==> config.mk <==
export PLATFORM = sky130hd
export DESIGN_NAME = md5_digest_encoder
export DESIGN_NICKNAME = d
export VERILOG_FILES = /design/src/hdl/md5_pkg.sv /design/src/hdl/md5_ram.sv /design/src/hdl/md5_digest_encoder.sv
export SDC_FILE = /design/constraint.sdc
export NUM_CORES = 2
export LEC_CHECK = 0
export BUFFER_PORTS_ARGS = -buffer_cell sky130_fd_sc_hd__buf_2
export CORE_ASPECT_RATIO = 0.7
export CORE_MARGIN = 2
export CORE_UTILIZATION = 55
export DETAILED_ROUTE_END_ITERATION = 7
export PLACE_DENSITY = 0.73
export SYNTH_ARGS = -nofsm -noshare
export SYNTH_HDL_FRONTEND = slang
export SYNTH_HIERARCHICAL = 1
export SYNTH_SLANG_ARGS = --single-unit
==> constraint.sdc <==
create_clock -name clk_i -period 17.7 [get_ports clk_i]
set_input_delay 4.425 -clock clk_i [delete_from_list [all_inputs] [get_ports clk_i]]
set_output_delay 4.425 -clock clk_i [all_outputs]
set_load 0.02 [all_outputs]
==> src/hdl/md5_pkg.sv <==
// md5 digest encoder package: state enum, round constants and helpers
// no dependencies
`timescale 1ns / 1ps
`default_nettype none
package md5_pkg;

  localparam logic [31:0] InitA = 32'h67452301;
  localparam logic [31:0] InitB = 32'hefcdab89;
  localparam logic [31:0] InitC = 32'h98badcfe;
  localparam logic [31:0] InitD = 32'h10325476;

  localparam int unsigned BufDepth = 64;
  localparam int unsigned BufAw    = 6;
  localparam int unsigned CountW   = 61;

  localparam logic [1:0] FmtRaw = 2'd0;
  localparam logic [1:0] FmtHex = 2'd1;
  localparam logic [1:0] FmtB64 = 2'd2;

  typedef enum logic [2:0] {
    ST_IDLE,
    ST_PAD,
    ST_LOAD,
    ST_ROUND,
    ST_FOLD,
    ST_EMIT
  } md5_state_e;

  function automatic logic [31:0] md5_k(input logic [5:0] i);
    logic [31:0] k;
    begin
      case (i)
        6'd0: k = 32'hd76aa478;  6'd1: k = 32'he8c7b756;  6'd2: k = 32'h242070db;
        6'd3: k = 32'hc1bdceee;  6'd4: k = 32'hf57c0faf;  6'd5: k = 32'h4787c62a;
        6'd6: k = 32'ha8304613;  6'd7: k = 32'hfd469501;  6'd8: k = 32'h698098d8;
        6'd9: k = 32'h8b44f7af;  6'd10: k = 32'hffff5bb1; 6'd11: k = 32'h895cd7be;
        6'd12: k = 32'h6b901122; 6'd13: k = 32'hfd987193; 6'd14: k = 32'ha679438e;
        6'd15: k = 32'h49b40821; 6'd16: k = 32'hf61e2562; 6'd17: k = 32'hc040b340;
        6'd18: k = 32'h265e5a51; 6'd19: k = 32'he9b6c7aa; 6'd20: k = 32'hd62f105d;
        6'd21: k = 32'h02441453; 6'd22: k = 32'hd8a1e681; 6'd23: k = 32'he7d3fbc8;
        6'd24: k = 32'h21e1cde6; 6'd25: k = 32'hc33707d6; 6'd26: k = 32'hf4d50d87;
        6'd27: k = 32'h455a14ed; 6'd28: k = 32'ha9e3e905; 6'd29: k = 32'hfcefa3f8;
        6'd30: k = 32'h676f02d9; 6'd31: k = 32'h8d2a4c8a; 6'd32: k = 32'hfffa3942;
        6'd33: k = 32'h8771f681; 6'd34: k = 32'h6d9d6122; 6'd35: k = 32'hfde5380c;
        6'd36: k = 32'ha4beea44; 6'd37: k = 32'h4bdecfa9; 6'd38: k = 32'hf6bb4b60;
        6'd39: k = 32'hbebfbc70; 6'd40: k = 32'h289b7ec6; 6'd41: k = 32'heaa127fa;
        6'd42: k = 32'hd4ef3085; 6'd43: k = 32'h04881d05; 6'd44: k = 32'hd9d4d039;
        6'd45: k = 32'he6db99e5; 6'd46: k = 32'h1fa27cf8; 6'd47: k = 32'hc4ac5665;
        6'd48: k = 32'hf4292244; 6'd49: k = 32'h432aff97; 6'd50: k = 32'hab9423a7;
        6'd51: k = 32'hfc93a039; 6'd52: k = 32'h655b59c3; 6'd53: k = 32'h8f0ccc92;
        6'd54: k = 32'hffeff47d; 6'd55: k = 32'h85845dd1; 6'd56: k = 32'h6fa87e4f;
        6'd57: k = 32'hfe2ce6e0; 6'd58: k = 32'ha3014314; 6'd59: k = 32'h4e0811a1;
        6'd60: k = 32'hf7537e82; 6'd61: k = 32'hbd3af235; 6'd62: k = 32'h2ad7d2bb;
        default: k = 32'heb86d391;
      endcase
      return k;
    end
  endfunction

  function automatic logic [4:0] md5_rot(input logic [3:0] sel);
    logic [4:0] s;
    begin
      case (sel)
        4'd0: s = 5'd7;   4'd1: s = 5'd12;  4'd2: s = 5'd17;  4'd3: s = 5'd22;
        4'd4: s = 5'd5;   4'd5: s = 5'd9;   4'd6: s = 5'd14;  4'd7: s = 5'd20;
        4'd8: s = 5'd4;   4'd9: s = 5'd11;  4'd10: s = 5'd16; 4'd11: s = 5'd23;
        4'd12: s = 5'd6;  4'd13: s = 5'd10; 4'd14: s = 5'd15; default: s = 5'd21;
      endcase
      return s;
    end
  endfunction

  // message word index used by each step
  function automatic logic [3:0] md5_widx(input logic [5:0] i);
    logic [3:0] g;
    begin
      case (i[5:4])
        2'd0: g = i[3:0];
        2'd1: g = 4'(5 * i[3:0] + 1);
        2'd2: g = 4'(3 * i[3:0] + 5);
        default: g = 4'(7 * i[3:0]);
      endcase
      return g;
    end
  endfunction

  function automatic logic [7:0] md5_hex(input logic [3:0] n);
    begin
      return (n < 4'd10) ? (8'h30 + 8'(n)) : (8'h37 + 8'(n));
    end
  endfunction

  function automatic logic [7:0] md5_b64(input logic [5:0] v);
    logic [7:0] c;
    begin
      if (v < 6'd26) c = 8'h41 + 8'(v);
      else if (v < 6'd52) c = 8'h47 + 8'(v);
      else if (v < 6'd62) c = 8'(v) - 8'd4;
      else if (v == 6'd62) c = 8'h2b;
      else c = 8'h2f;
      return c;
    end
  endfunction

endpackage
`default_nettype wire

==> src/hdl/md5_ram.sv <==
// generic single-port write, single read ram with registered read data
// no dependencies
`timescale 1ns / 1ps
`default_nettype none
module md5_ram #(
  parameter int unsigned Width = 8,
  parameter int unsigned Depth = 64
) (
  input  wire                     clk_i,
  input  wire                     we_i,
  input  wire [$clog2(Depth)-1:0] waddr_i,
  input  wire [Width-1:0]         wdata_i,
  input  wire [$clog2(Depth)-1:0] raddr_i,
  output logic [Width-1:0]        rdata_o
);
  logic [Width-1:0] mem_q [Depth];

  // write port and registered read
  always_ff @(posedge clk_i) begin
    if (we_i) mem_q[waddr_i] <= wdata_i;
    rdata_o <= mem_q[raddr_i];
  end
endmodule
`default_nettype wire

==> src/hdl/md5_digest_encoder.sv <==
// md5 digest encoder top level: byte buffer, shared round unit, encoder
// depends on md5_pkg and md5_ram
// a byte that fills a block stalls input through the load, round and fold states
// last item: padding to byte 63 in one or two blocks, then one character per cycle while tready is high
// throughput: one byte per cycle inside a block; the single round adder sets the block time
// reset: chaining words to the md5 initial values, byte count zero, format raw
`timescale 1ns / 1ps
`default_nettype none
module md5_digest_encoder
  import md5_pkg::*;
(
  input  wire         clk_i,
  input  wire         rst_ni,
  input  wire         s_axis_tvalid,
  output logic        s_axis_tready,
  input  wire  [7:0]  s_axis_tdata,   // data_byte
  input  wire         s_axis_tuser,   // has_byte
  input  wire         s_axis_tlast,   // last
  output logic        m_axis_tvalid,
  input  wire         m_axis_tready,
  output logic [7:0]  m_axis_tdata,   // out_char
  output logic        m_axis_tlast,   // out_last
  input  wire         cfg_valid_i,
  output logic        cfg_ready_o,
  input  wire  [1:0]  cfg_data_i      // output_format
);

  md5_state_e state_q, state_d;
  logic [31:0] ha_q, hb_q, hc_q, hd_q;
  logic [31:0] a_q, b_q, c_q, d_q;
  logic [CountW-1:0] cnt_q;
  logic [1:0] fmt_q;
  logic [511:0] blk_q;       // message words for the current block
  logic [6:0] step_q;        // load byte index or round index
  logic [5:0] pad_q;         // padding write position
  logic       final_q;       // the message has ended (last item taken)
  logic       second_q;      // padding needs a second block
  logic       pad2_q;        // current padding pass is the overflow block
  logic [127:0] dig_q;
  logic [5:0] emit_q;
  logic       ld_valid_q;
  logic [5:0] ld_addr_q;

  // buffer ram
  logic       we;
  logic [5:0] waddr;
  logic [7:0] wdata;
  logic [7:0] rdata;
  md5_ram #(.Width(8), .Depth(BufDepth)) u_buf (
    .clk_i, .we_i(we), .waddr_i(waddr), .wdata_i(wdata),
    .raddr_i(step_q[5:0]), .rdata_o(rdata)
  );

  logic acc;
  assign acc = s_axis_tvalid && s_axis_tready;
  assign s_axis_tready = (state_q == ST_IDLE);
  assign cfg_ready_o = 1'b1;

  // shared round unit
  logic [31:0] f, x, rot, wsel;
  logic [4:0]  s;
  always_comb begin
    case (step_q[5:4])
      2'd0: f = (b_q & c_q) | (~b_q & d_q);
      2'd1: f = (b_q & d_q) | (c_q & ~d_q);
      2'd2: f = b_q ^ c_q ^ d_q;
      default: f = c_q ^ (b_q | ~d_q);
    endcase
    wsel = blk_q[32*md5_widx(step_q[5:0]) +: 32];
    s = md5_rot({step_q[5:4], step_q[1:0]});
    x = a_q + f + md5_k(step_q[5:0]) + wsel;
    rot = (x << s) | (x >> (6'd32 - {1'b0, s}));
  end

  // padding byte: 0x80 at end of message, zeros, then length
  logic [63:0] bits;
  logic [7:0]  padbyte;
  logic [5:0]  pidx;
  assign bits = {cnt_q, 3'b000};
  assign pidx = cnt_q[5:0];
  always_comb begin
    if (pad_q == pidx && !pad2_q) padbyte = 8'h80;
    else if (pad_q >= 6'd56 && (pad2_q || pidx < 6'd56))
      padbyte = bits[8*pad_q[2:0] +: 8];
    else padbyte = 8'h00;
  end

  // encoder character
  logic [7:0] ch;
  logic [5:0] nchars;
  logic [6:0] bpos;
  logic [15:0] pair;
  logic [135:0] digx;
  logic [3:0] nib;
  logic [4:0] bi;
  always_comb begin
    digx = {8'h00, dig_q};
    bpos = 7'(6 * emit_q);
    bi = {1'b0, bpos[6:3]};
    pair = {digx[8*bi +: 8], digx[8*(bi+5'd1) +: 8]};
    nib = emit_q[0] ? dig_q[8*emit_q[4:1] +: 4] : dig_q[8*emit_q[4:1] + 4 +: 4];
    case (fmt_q)
      FmtRaw: begin ch = dig_q[8*emit_q[3:0] +: 8]; nchars = 6'd16; end
      FmtHex: begin ch = md5_hex(nib); nchars = 6'd32; end
      FmtB64: begin
        ch = md5_b64(6'(pair >> (4'd10 - {1'b0, bpos[2:0]})));
        nchars = 6'd22;
      end
      default: begin ch = 8'h00; nchars = 6'd0; end
    endcase
  end

  // next state and buffer write
  always_comb begin
    state_d = state_q;
    we = 1'b0;
    waddr = cnt_q[5:0];
    wdata = s_axis_tdata;
    case (state_q)
      ST_IDLE: if (acc) begin
        we = s_axis_tuser;
        if (s_axis_tuser && cnt_q[5:0] == 6'd63) state_d = ST_LOAD;
        else if (s_axis_tlast) state_d = ST_PAD;
      end
      ST_PAD: begin
        we = 1'b1; waddr = pad_q; wdata = padbyte;
        if (pad_q == 6'd63) state_d = ST_LOAD;
      end
      ST_LOAD: if (ld_valid_q && ld_addr_q == 6'd63) state_d = ST_ROUND;
      ST_ROUND: if (step_q[5:0] == 6'd63) state_d = ST_FOLD;
      ST_FOLD: begin
        if (!final_q) state_d = ST_IDLE;
        else if (second_q) state_d = ST_PAD;
        else if (nchars == 6'd0) state_d = ST_IDLE;
        else state_d = ST_EMIT;
      end
      ST_EMIT: if (m_axis_tready && emit_q == nchars - 6'd1) state_d = ST_IDLE;
      default: state_d = ST_IDLE;
    endcase
  end

  assign m_axis_tvalid = (state_q == ST_EMIT);
  assign m_axis_tdata = ch;
  assign m_axis_tlast = (emit_q == nchars - 6'd1);

  // state and datapath registers
  always_ff @(posedge clk_i or negedge rst_ni) begin
    if (!rst_ni) begin
      state_q <= ST_IDLE;
      ha_q <= InitA; hb_q <= InitB; hc_q <= InitC; hd_q <= InitD;
      cnt_q <= '0; fmt_q <= FmtRaw;
      step_q <= '0; pad_q <= '0; final_q <= 1'b0; second_q <= 1'b0;
      emit_q <= '0; ld_valid_q <= 1'b0; ld_addr_q <= '0;
    end else begin
      state_q <= state_d;
      if (cfg_valid_i && cfg_ready_o) fmt_q <= cfg_data_i;
      ld_valid_q <= (state_q == ST_LOAD) && !step_q[6];
      case (state_q)
        ST_IDLE: if (acc) begin
          if (s_axis_tuser) cnt_q <= cnt_q + 1'b1;
          final_q <= s_axis_tlast;
          step_q <= '0;
          // a full block: when the message ends here, pad a fresh block after it
          if (s_axis_tuser && cnt_q[5:0] == 6'd63) begin
            second_q <= s_axis_tlast;
            pad_q <= '0;
          end else if (s_axis_tlast) begin
            pad_q <= s_axis_tuser ? cnt_q[5:0] + 6'd1 : cnt_q[5:0];
            second_q <= 1'b0;
          end
        end
        ST_PAD: begin
          pad_q <= pad_q + 1'b1;
          if (pad_q == 6'd63) begin
            step_q <= '0;
            // the length no longer fits behind the 0x80 marker
            second_q <= !pad2_q && (pidx >= 6'd56);
          end
        end
        ST_LOAD: begin
          ld_addr_q <= step_q[5:0];
          if (ld_valid_q) blk_q[8*ld_addr_q +: 8] <= rdata;
          if (ld_valid_q && ld_addr_q == 6'd63) begin
            step_q <= '0;
            a_q <= ha_q; b_q <= hb_q; c_q <= hc_q; d_q <= hd_q;
          end else if (step_q[6] == 1'b0) begin
            step_q <= step_q + 1'b1;
          end
        end
        ST_ROUND: begin
          a_q <= d_q; d_q <= c_q; c_q <= b_q; b_q <= b_q + rot;
          step_q <= step_q + 1'b1;
        end
        ST_FOLD: begin
          dig_q <= {hd_q + d_q, hc_q + c_q, hb_q + b_q, ha_q + a_q};
          emit_q <= '0;
          if (final_q && !second_q) begin
            ha_q <= InitA; hb_q <= InitB; hc_q <= InitC; hd_q <= InitD;
            cnt_q <= '0;
          end else begin
            ha_q <= ha_q + a_q; hb_q <= hb_q + b_q;
            hc_q <= hc_q + c_q; hd_q <= hd_q + d_q;
          end
          // another padding block follows
          if (final_q && second_q) begin
            second_q <= 1'b0;
            pad_q <= '0;
          end
        end
        ST_EMIT: if (m_axis_tready) emit_q <= emit_q + 1'b1;
        default: ;
      endcase
    end
  end

  // overflow padding block: no marker, length in the last eight bytes
  always_ff @(posedge clk_i or negedge rst_ni) begin
    if (!rst_ni) pad2_q <= 1'b0;
    else if (state_q == ST_IDLE) pad2_q <= 1'b0;
    else if (state_q == ST_PAD && pad_q == 6'd63) pad2_q <= !pad2_q && (pidx >= 6'd56);
  end

`ifndef ASSERT_OFF
  a_busy_not_ready: assert property (@(posedge clk_i) disable iff (!rst_ni)
    (state_q == ST_ROUND) |-> !s_axis_tready) else $error("ready during rounds");
  a_round_adv: assert property (@(posedge clk_i) disable iff (!rst_ni)
    (state_q == ST_ROUND && step_q[5:0] != 6'd63) |=> (state_q == ST_ROUND))
    else $error("round sequence broken");
  a_emit_hold: assert property (@(posedge clk_i) disable iff (!rst_ni)
    (m_axis_tvalid && !m_axis_tready) |=> $stable(emit_q)) else $error("emit moved");
  a_pad_flag: assert property (@(posedge clk_i) disable iff (!rst_ni)
    pad2_q |-> !(state_q == ST_EMIT)) else $error("pad flag while emitting");
`endif

endmodule
`default_nettype wire

# --- Yosys cells after proc, flatten, opt, wreduce, memory -nomap -nowiden ---
# Memory sizes are Yosys's and may differ from the RTL's. A register that Yosys moved wholly into a read port is not among the register bits.
# Cells that the tools add are included.
word_totals:
  regBits: 991
  ram_bits: 512
  romBits: 2128
  output_inout_bits: 12
  elab_cells: 217
  memories: 3
op_classes:
  add_sub_neg: 26
  mul: 4
  magnitude_cmp: 7
  eq_ne: 27
  shifts: 12
  n_mux: 67
  bitwise_logic: 13
  n_reduce_logical: 36
memory_table:
  columns: ["memory", "depth", "word_bits", "read_ports", "rd_ports_with_merged_regs", "wr", "line_no", "text"]
  rows:
  - ["(no name shown)", 64, 32, 1, 0, 0, "md5_pkg.sv:32", "case (i)"]
  - ["u_buf.mem_q", 64, 8, 1, 1, 1, "md5_ram.sv:16", "logic [Width-1:0] mem_q [Depth];"]
  - ["(no name shown)", 16, 5, 1, 0, 0, "md5_pkg.sv:63", "case (sel)"]
ops:
  columns: ["op", "count"]
  rows:
  - ["bitwise mux 512 bit", 1]
  - ["variable shift 8 x 34 -> 512 bit, first input constant", 1]
  - ["variable part select 512 x 10 -> 32 bit", 1]
  - ["variable part select 8 x 34 -> 512 bit", 1]
  - ["adder 32 bit", 8]
  - ["2-to-1 mux 32 bit", 8]
  - ["one-hot mux 32 bit (2 select lines)", 4]
  - ["2-to-1 mux 61 bit", 3]
  - ["variable part select 136 x 8 -> 8 bit", 1]
  - ["variable part select 136 x 9 -> 8 bit", 1]
  - ["bitwise AND 32 bit", 4]
  - ["bitwise OR 32 bit", 4]
  - ["variable part select 128 x 8 -> 4 bit", 1]
  - ["variable part select 128 x 8 -> 8 bit", 1]
  - ["variable part select 128 x 9 -> 4 bit", 1]
  - ["one-hot mux 61 bit (2 select lines)", 1]
  - ["one-hot mux 32 bit (3 select lines)", 1]
  - ["XOR 32 bit", 3]
  - ["NOT 32 bit", 2]
  - ["variable part select 64 x 7 -> 8 bit", 1]
  - ["adder 61 x 1 -> 61 bit, second input constant", 1]
  - ["2-to-1 mux 8 bit", 6]
  - ["2-to-1 mux 6 bit", 7]
  - ["one-hot mux 6 bit (3 select lines)", 2]
  - ["other kinds (59)", 128]

# --- Depth between registers and ports, before layout ---
depth:
  depth_word: 11
  ltp_mapped: 45

# --- Cells and area by module ---
# Netlist, hierarchy kept.
modules_own_cells:
  columns: ["mod", "instances", "cells_per_inst", "area_per_inst_um2"]
  rows:
  - ["md5_digest_encoder", 1, 6691, 66226.0]
  - ["md5_ram", 1, 940, 20166.8]

# --- Worst setup path before layout ---
# No wires, ideal clock.
synth_timing:
  path_type: "reg2reg"
  startpoint: "reg step_q[2]"
  endpoint: "reg b_q[31] (data pin)"
  arrival_ns: 11.193
  required_ns: 17.555
  path_slack_ns: 6.362
  path_stages_with_launch: 43
  period_less_slack_ns: 11.338
  cell_sequence: "dfrtp_1 inv_1 clkbuf_1 ha_1 inv_1 fa_1 mux2_2 a21oi_1 clkbuf_1 clkbuf_1 buf_1 mux2i_1 a21oi_1 fa_1 inv_1 fa_1 inv_1 fa_1 [7 not listed] mux2i_1 mux2i_1 mux2_2 a221oi_1 nand2_1 ha_1 a21o_1 a21oi_1 o21bai_1 a2111o_1 a31oi_1 o2111a_1 nor4b_1 a211oi_1 nand2_1 a221oi_1 xnor3_1 o21ai_1"
synth_between:
  elab_chain_cells: 9
synth_rtl:
  columns: ["element", "line_no", "text"]
  rows:
  - ["start: declaration", "md5_digest_encoder.sv:34", "logic [6:0] step_q;"]
  - ["start signal: assignment", "md5_digest_encoder.sv:187", "step_q <= step_q + 1'b1;"]
  - ["start signal: assignment", "md5_digest_encoder.sv:192", "step_q <= step_q + 1'b1;"]
  - ["multiplier 2 x 4 -> 4 bit / multiplier 3 x 4 -> 4 bit (equally long branches)", "md5_pkg.sv:80, md5_pkg.sv:79", null]
  - ["adder 4 x 3 -> 4 bit / adder 4 x 1 -> 4 bit (equally long branches)", "md5_pkg.sv:80, md5_pkg.sv:79", null]
  - ["one-hot mux 4 bit (3 select lines)", "md5_pkg.sv:77", "case (i[5:4])"]
  - ["variable part select 512 x 10 -> 32 bit", "md5_digest_encoder.sv:69", "wsel = blk_q[32*md5_widx(step_q[5:0]) +: 32];"]
  - ["adder 32 bit (*)", "md5_digest_encoder.sv:71", "x = a_q + f + md5_k(step_q[5:0]) + wsel;"]
  - [">> shifter 32 x 6 -> 32 bit / left shift 32 x 5 -> 32 bit (equally long branches)", "md5_digest_encoder.sv:72", "rot = (x << s) | (x >> (6'd32 - {1'b0, s}));"]
  - ["bitwise OR 32 bit (*)", "md5_digest_encoder.sv:72", null]
  - ["adder 32 bit (*)", "md5_digest_encoder.sv:191", "a_q <= d_q; d_q <= c_q; c_q <= b_q; b_q <= b_q + rot;"]
  - ["one-hot mux 32 bit (2 select lines) (*)", "md5_digest_encoder.sv:158", "case (state_q)"]
  - ["end signal: assignment", "md5_digest_encoder.sv:185", "a_q <= ha_q; b_q <= hb_q; c_q <= hc_q; d_q <= hd_q;"]
  - ["end signal: assignment", "md5_digest_encoder.sv:191", null]
  - ["end: declaration", "md5_digest_encoder.sv:30", "logic [31:0] a_q, b_q, c_q, d_q;"]
# Mark *: on every way between the ends. The rest lies on a longest branch, timed or not.
# A chain may end at the register's enable or synchronous reset.

# --- Worst setup path in the final report ---
layout_timing:
  startpoint: "reg step_q[0]"
  endpoint: "reg b_q[31] (data pin)"
layout_between:
  elab_chain_cells: 9
layout_rtl:
  columns: ["element", "line_no"]
  rows:
  - ["multiplier 2 x 4 -> 4 bit / multiplier 3 x 4 -> 4 bit (equally long branches)", "md5_pkg.sv:80, md5_pkg.sv:79"]
  - ["adder 4 x 3 -> 4 bit / adder 4 x 1 -> 4 bit (equally long branches)", "md5_pkg.sv:80, md5_pkg.sv:79"]
  - ["one-hot mux 4 bit (3 select lines)", "md5_pkg.sv:77"]
  - ["variable part select 512 x 10 -> 32 bit", "md5_digest_encoder.sv:69"]
  - ["adder 32 bit", "md5_digest_encoder.sv:71"]
  - [">> shifter 32 x 6 -> 32 bit / left shift 32 x 5 -> 32 bit (equally long branches)", "md5_digest_encoder.sv:72"]
  - ["bitwise OR 32 bit (*)", "md5_digest_encoder.sv:72"]
  - ["adder 32 bit (*)", "md5_digest_encoder.sv:191"]
  - ["one-hot mux 32 bit (2 select lines) (*)", "md5_digest_encoder.sv:158"]
# Marks and branches as above.

==> impl_results.md <==
- GP Congestion: 1.00
- Largest stage delay on the critical path: 0.94 ns
- R2r setup slk: 4.41 ns
- DR WL/cell: 29.0 µm
- Core Footprint: 156,000 µm²
- Final Hold Fails: 0
- Top cells by area, synth: edfxtp_1, mux4_2, dfrtp_1
- Cell Area, Synth: 86,400 µm²
- RSZ-0062 raised after global routing: no
- Fraction of layout cells with a size suffix above 1: 12.4%
- Critical Path Source Type: register
- CP delay by family, top: compound AO/OA/AOI/OAI gates
- Hold/Removal Path Class: register to register
- Crit path max fanout: 90
- Violated checks: max-capacitance violations, max-slew violations
- Critical Path Most Common Cell: a211oi_1
- Final Critical Period: 13.29 ns
- Die Y: 336 µm
- Buffers and inverters on the worst path: 4
- Number of global-route vias before repair: 60,910
- Layout Skew: 0.0550 ns
- Net count after synthesis: 7,952
- Measured slew at the worst slew-check pin: 1.54 ns
- Asr flop ratio synth: 14.8%
- CP Capture Type: register
- Vias post-DR: 65,885
- Status: finished with violations
- CTS tree: built
- Num CTS Buffers: 147
- Slew HR: -3.08%
- Final HPWL DP: 194,000 µm
- Routed Antenna Nets: 0
- Crit path max-delay cell type: ha_1
- Warnings, synthesis: 6
- Initial Util: 55.5%
- Critical path class: register to register
- Synth-to-layout area growth: 7.92%
- Total Wirelength: 280,000 µm
- Cells after Synth: 7,631
- Fin crit share: 75.1%
- Max cap viols: 1
- Mean Syn Cell Area: 11.3 µm²
- Yosys cell types: 102
- Maximum buffer depth of the clock tree: 3
- Sequential-to-total area share from yosys stat: 51.2%
- Worst skew pair latency: 0.84 ns
- Final setup fails: 0
- Die W: 478 µm
- Vias per cell: 6.82
- Nets: 7,766
- Tot GR Track Use: 34.6%
- Share of Yosys cell area claimed by the top area cell type: 44.5%
- I/O Pins: 29
- Initial detailed-routing violation count: 10,268
- Port bufs: 27
- Max Freq: 0.0753 GHz
- Final slew viol count: 6
- Hold buffers post-CTS: 0
- Row cnt: 121
- Initial antenna violation count: 12
- Largest net degree at the start of global routing: 162
- H-tree depth: 4
- Clock Sinks: 1,511
- Yosys reg bits: 1,511
- CTS root buf: clkbuf_16
- DR pass1 iterations: 7
- Commonest non-fill, non-tap cells in the layout: edfxtp_1, nor2_1, nand2_1, a21oi_1, mux4_2
- Commonest non-fill, non-tap cell in the layout: edfxtp_1
- Setup bufs post-CTS: 0
- DRC viols: 0
- Synth area leader: edfxtp_1
- Most common flop cell mapped by yosys: edfxtp_1
- GRT overflow: 0
- Clk pin slew, worst setup/hold paths: 0.07 ns
- Post-cts gate resize count: 0
- Die area: 160,000 µm²
- Final TNS setup: 0 ns
- Worst endpoint required time: 18.35 ns
- First-pass GRT wire length: 412,000 µm
- Number of synthesized flops with an enable pin: 1,280
- CP arrival: 13.93 ns
-- metal layers --
metal / global-route usage (%) / part of all wire [%]
met5: 0.690 / 0.072
met4: 11.1 / 3.3
met1: 52.4 / 41
met2: 46.8 / 41
met3: 11.1 / 15
-- cells in the mapped netlist (29+ instances only) --
cell type,count
a31oi_1,82
a21o_1,93
nand3_1,192
a22o_1,58
buf_2,35
buf_1,84
nor2b_1,77
o21ai_0,369
fa_1,72
xnor2_1,151
dfrtp_1,159
mux2i_1,146
mux4_2,374
nand2_1,909
o21a_1,33
a211oi_1,79
o22ai_1,29
and3_1,95
xor2_1,146
edfxtp_1,1280
nand4_1,33
ha_1,232
nor3_1,183
mux2_2,40
or3_1,35
o221ai_1,31
nor2_1,949
and2_1,35
dfstp_2,64
nand2b_1,47
a21oi_1,429
inv_1,225
o211ai_1,55
clkbuf_1,343
o22a_1,59
nor3b_1,34
-- worst min-delay path, cell delays in order, from the launching register on --
cell and delay (ns):
dfrtp_1 0.37, nand2_1 0.06, nand2_1 0.05
-- registers in the layout, indices dropped and copies added, names as in the netlist, 7 cells and up --
register       flops
u_buf/mem_q      512
step_q             7
dig_q            128
hc_q              32
c_q               32
cnt_q             61
ha_q              32
hd_q              32
u_buf/rdata_o      8
d_q               32
hb_q              32
blk_q            512
b_q               32
a_q               32
-- cell type report --
| class | instances | area (µm²) |
|---|---|---|
| inverters | 231 | 867 |
| diodes | 5 | 12.5 |
| repair buffers | 158 | 1180 |
| fillers | 12293 | 62500 |
| clock buffers | 199 | 3960 |
| flip-flops and latches | 1511 | 44300 |
| clock inverters | 73 | 803 |
| multi-input cells | 5396 | 39500 |
| well taps | 2091 | 2620 |
-- path summary, 6_finish.rpt --
path | startpoint | endpoint | depth (start not counted)
setup / recovery | step_q[0] | b_q[31] | 39
hold / removal | hb_q[2] | hb_q[2] | 2
setup reg to reg | step_q[0] | b_q[31] | 39
hold reg to reg | hb_q[2] | hb_q[2] | 2
max in group asynchronous | rst_ni | hd_q[9] | 3
min in group asynchronous | rst_ni | fmt_q[1] | 1
-- stage by stage --
step	instance area, µm²	util, %	setup slack [ns]	hold WS (ns)	instances
2_1_floorplan	86400	-	6.36	0.467	7631
3_3_place_gp	88500	56.8	4.90	0.483	9387
3_5_place_dp	88500	56.8	4.76	0.499	9387
4_1_cts	93200	59.8	4.68	0.510	9659
5_1_grt	93200	59.8	3.69	0.529	9659
6_report	93200	59.9	4.41	0.509	9664
-- cell families (layout without fill, tap and decap cells) --
kind of cell / after synthesis / count (layout) / share of synthesized area (%)
AOI/OAI and AO/OA: 1573 / 1573 / 11.8
other: 1 / 6 / 0.00434
xor gates and xnor gates: 300 / 300 / 3.09
buffers and inverters: 724 / 661 / 3.41
and+or+nand+nor: 2656 / 2656 / 13.4
muxes: 562 / 562 / 12.0
DFF: 1511 / 1511 / 51.2
adders and majority gates: 304 / 304 / 5.03
Power is left out: the tool's default activity adds up to more than one toggle a clock period on the data nets, which glitch-free logic cannot reach.
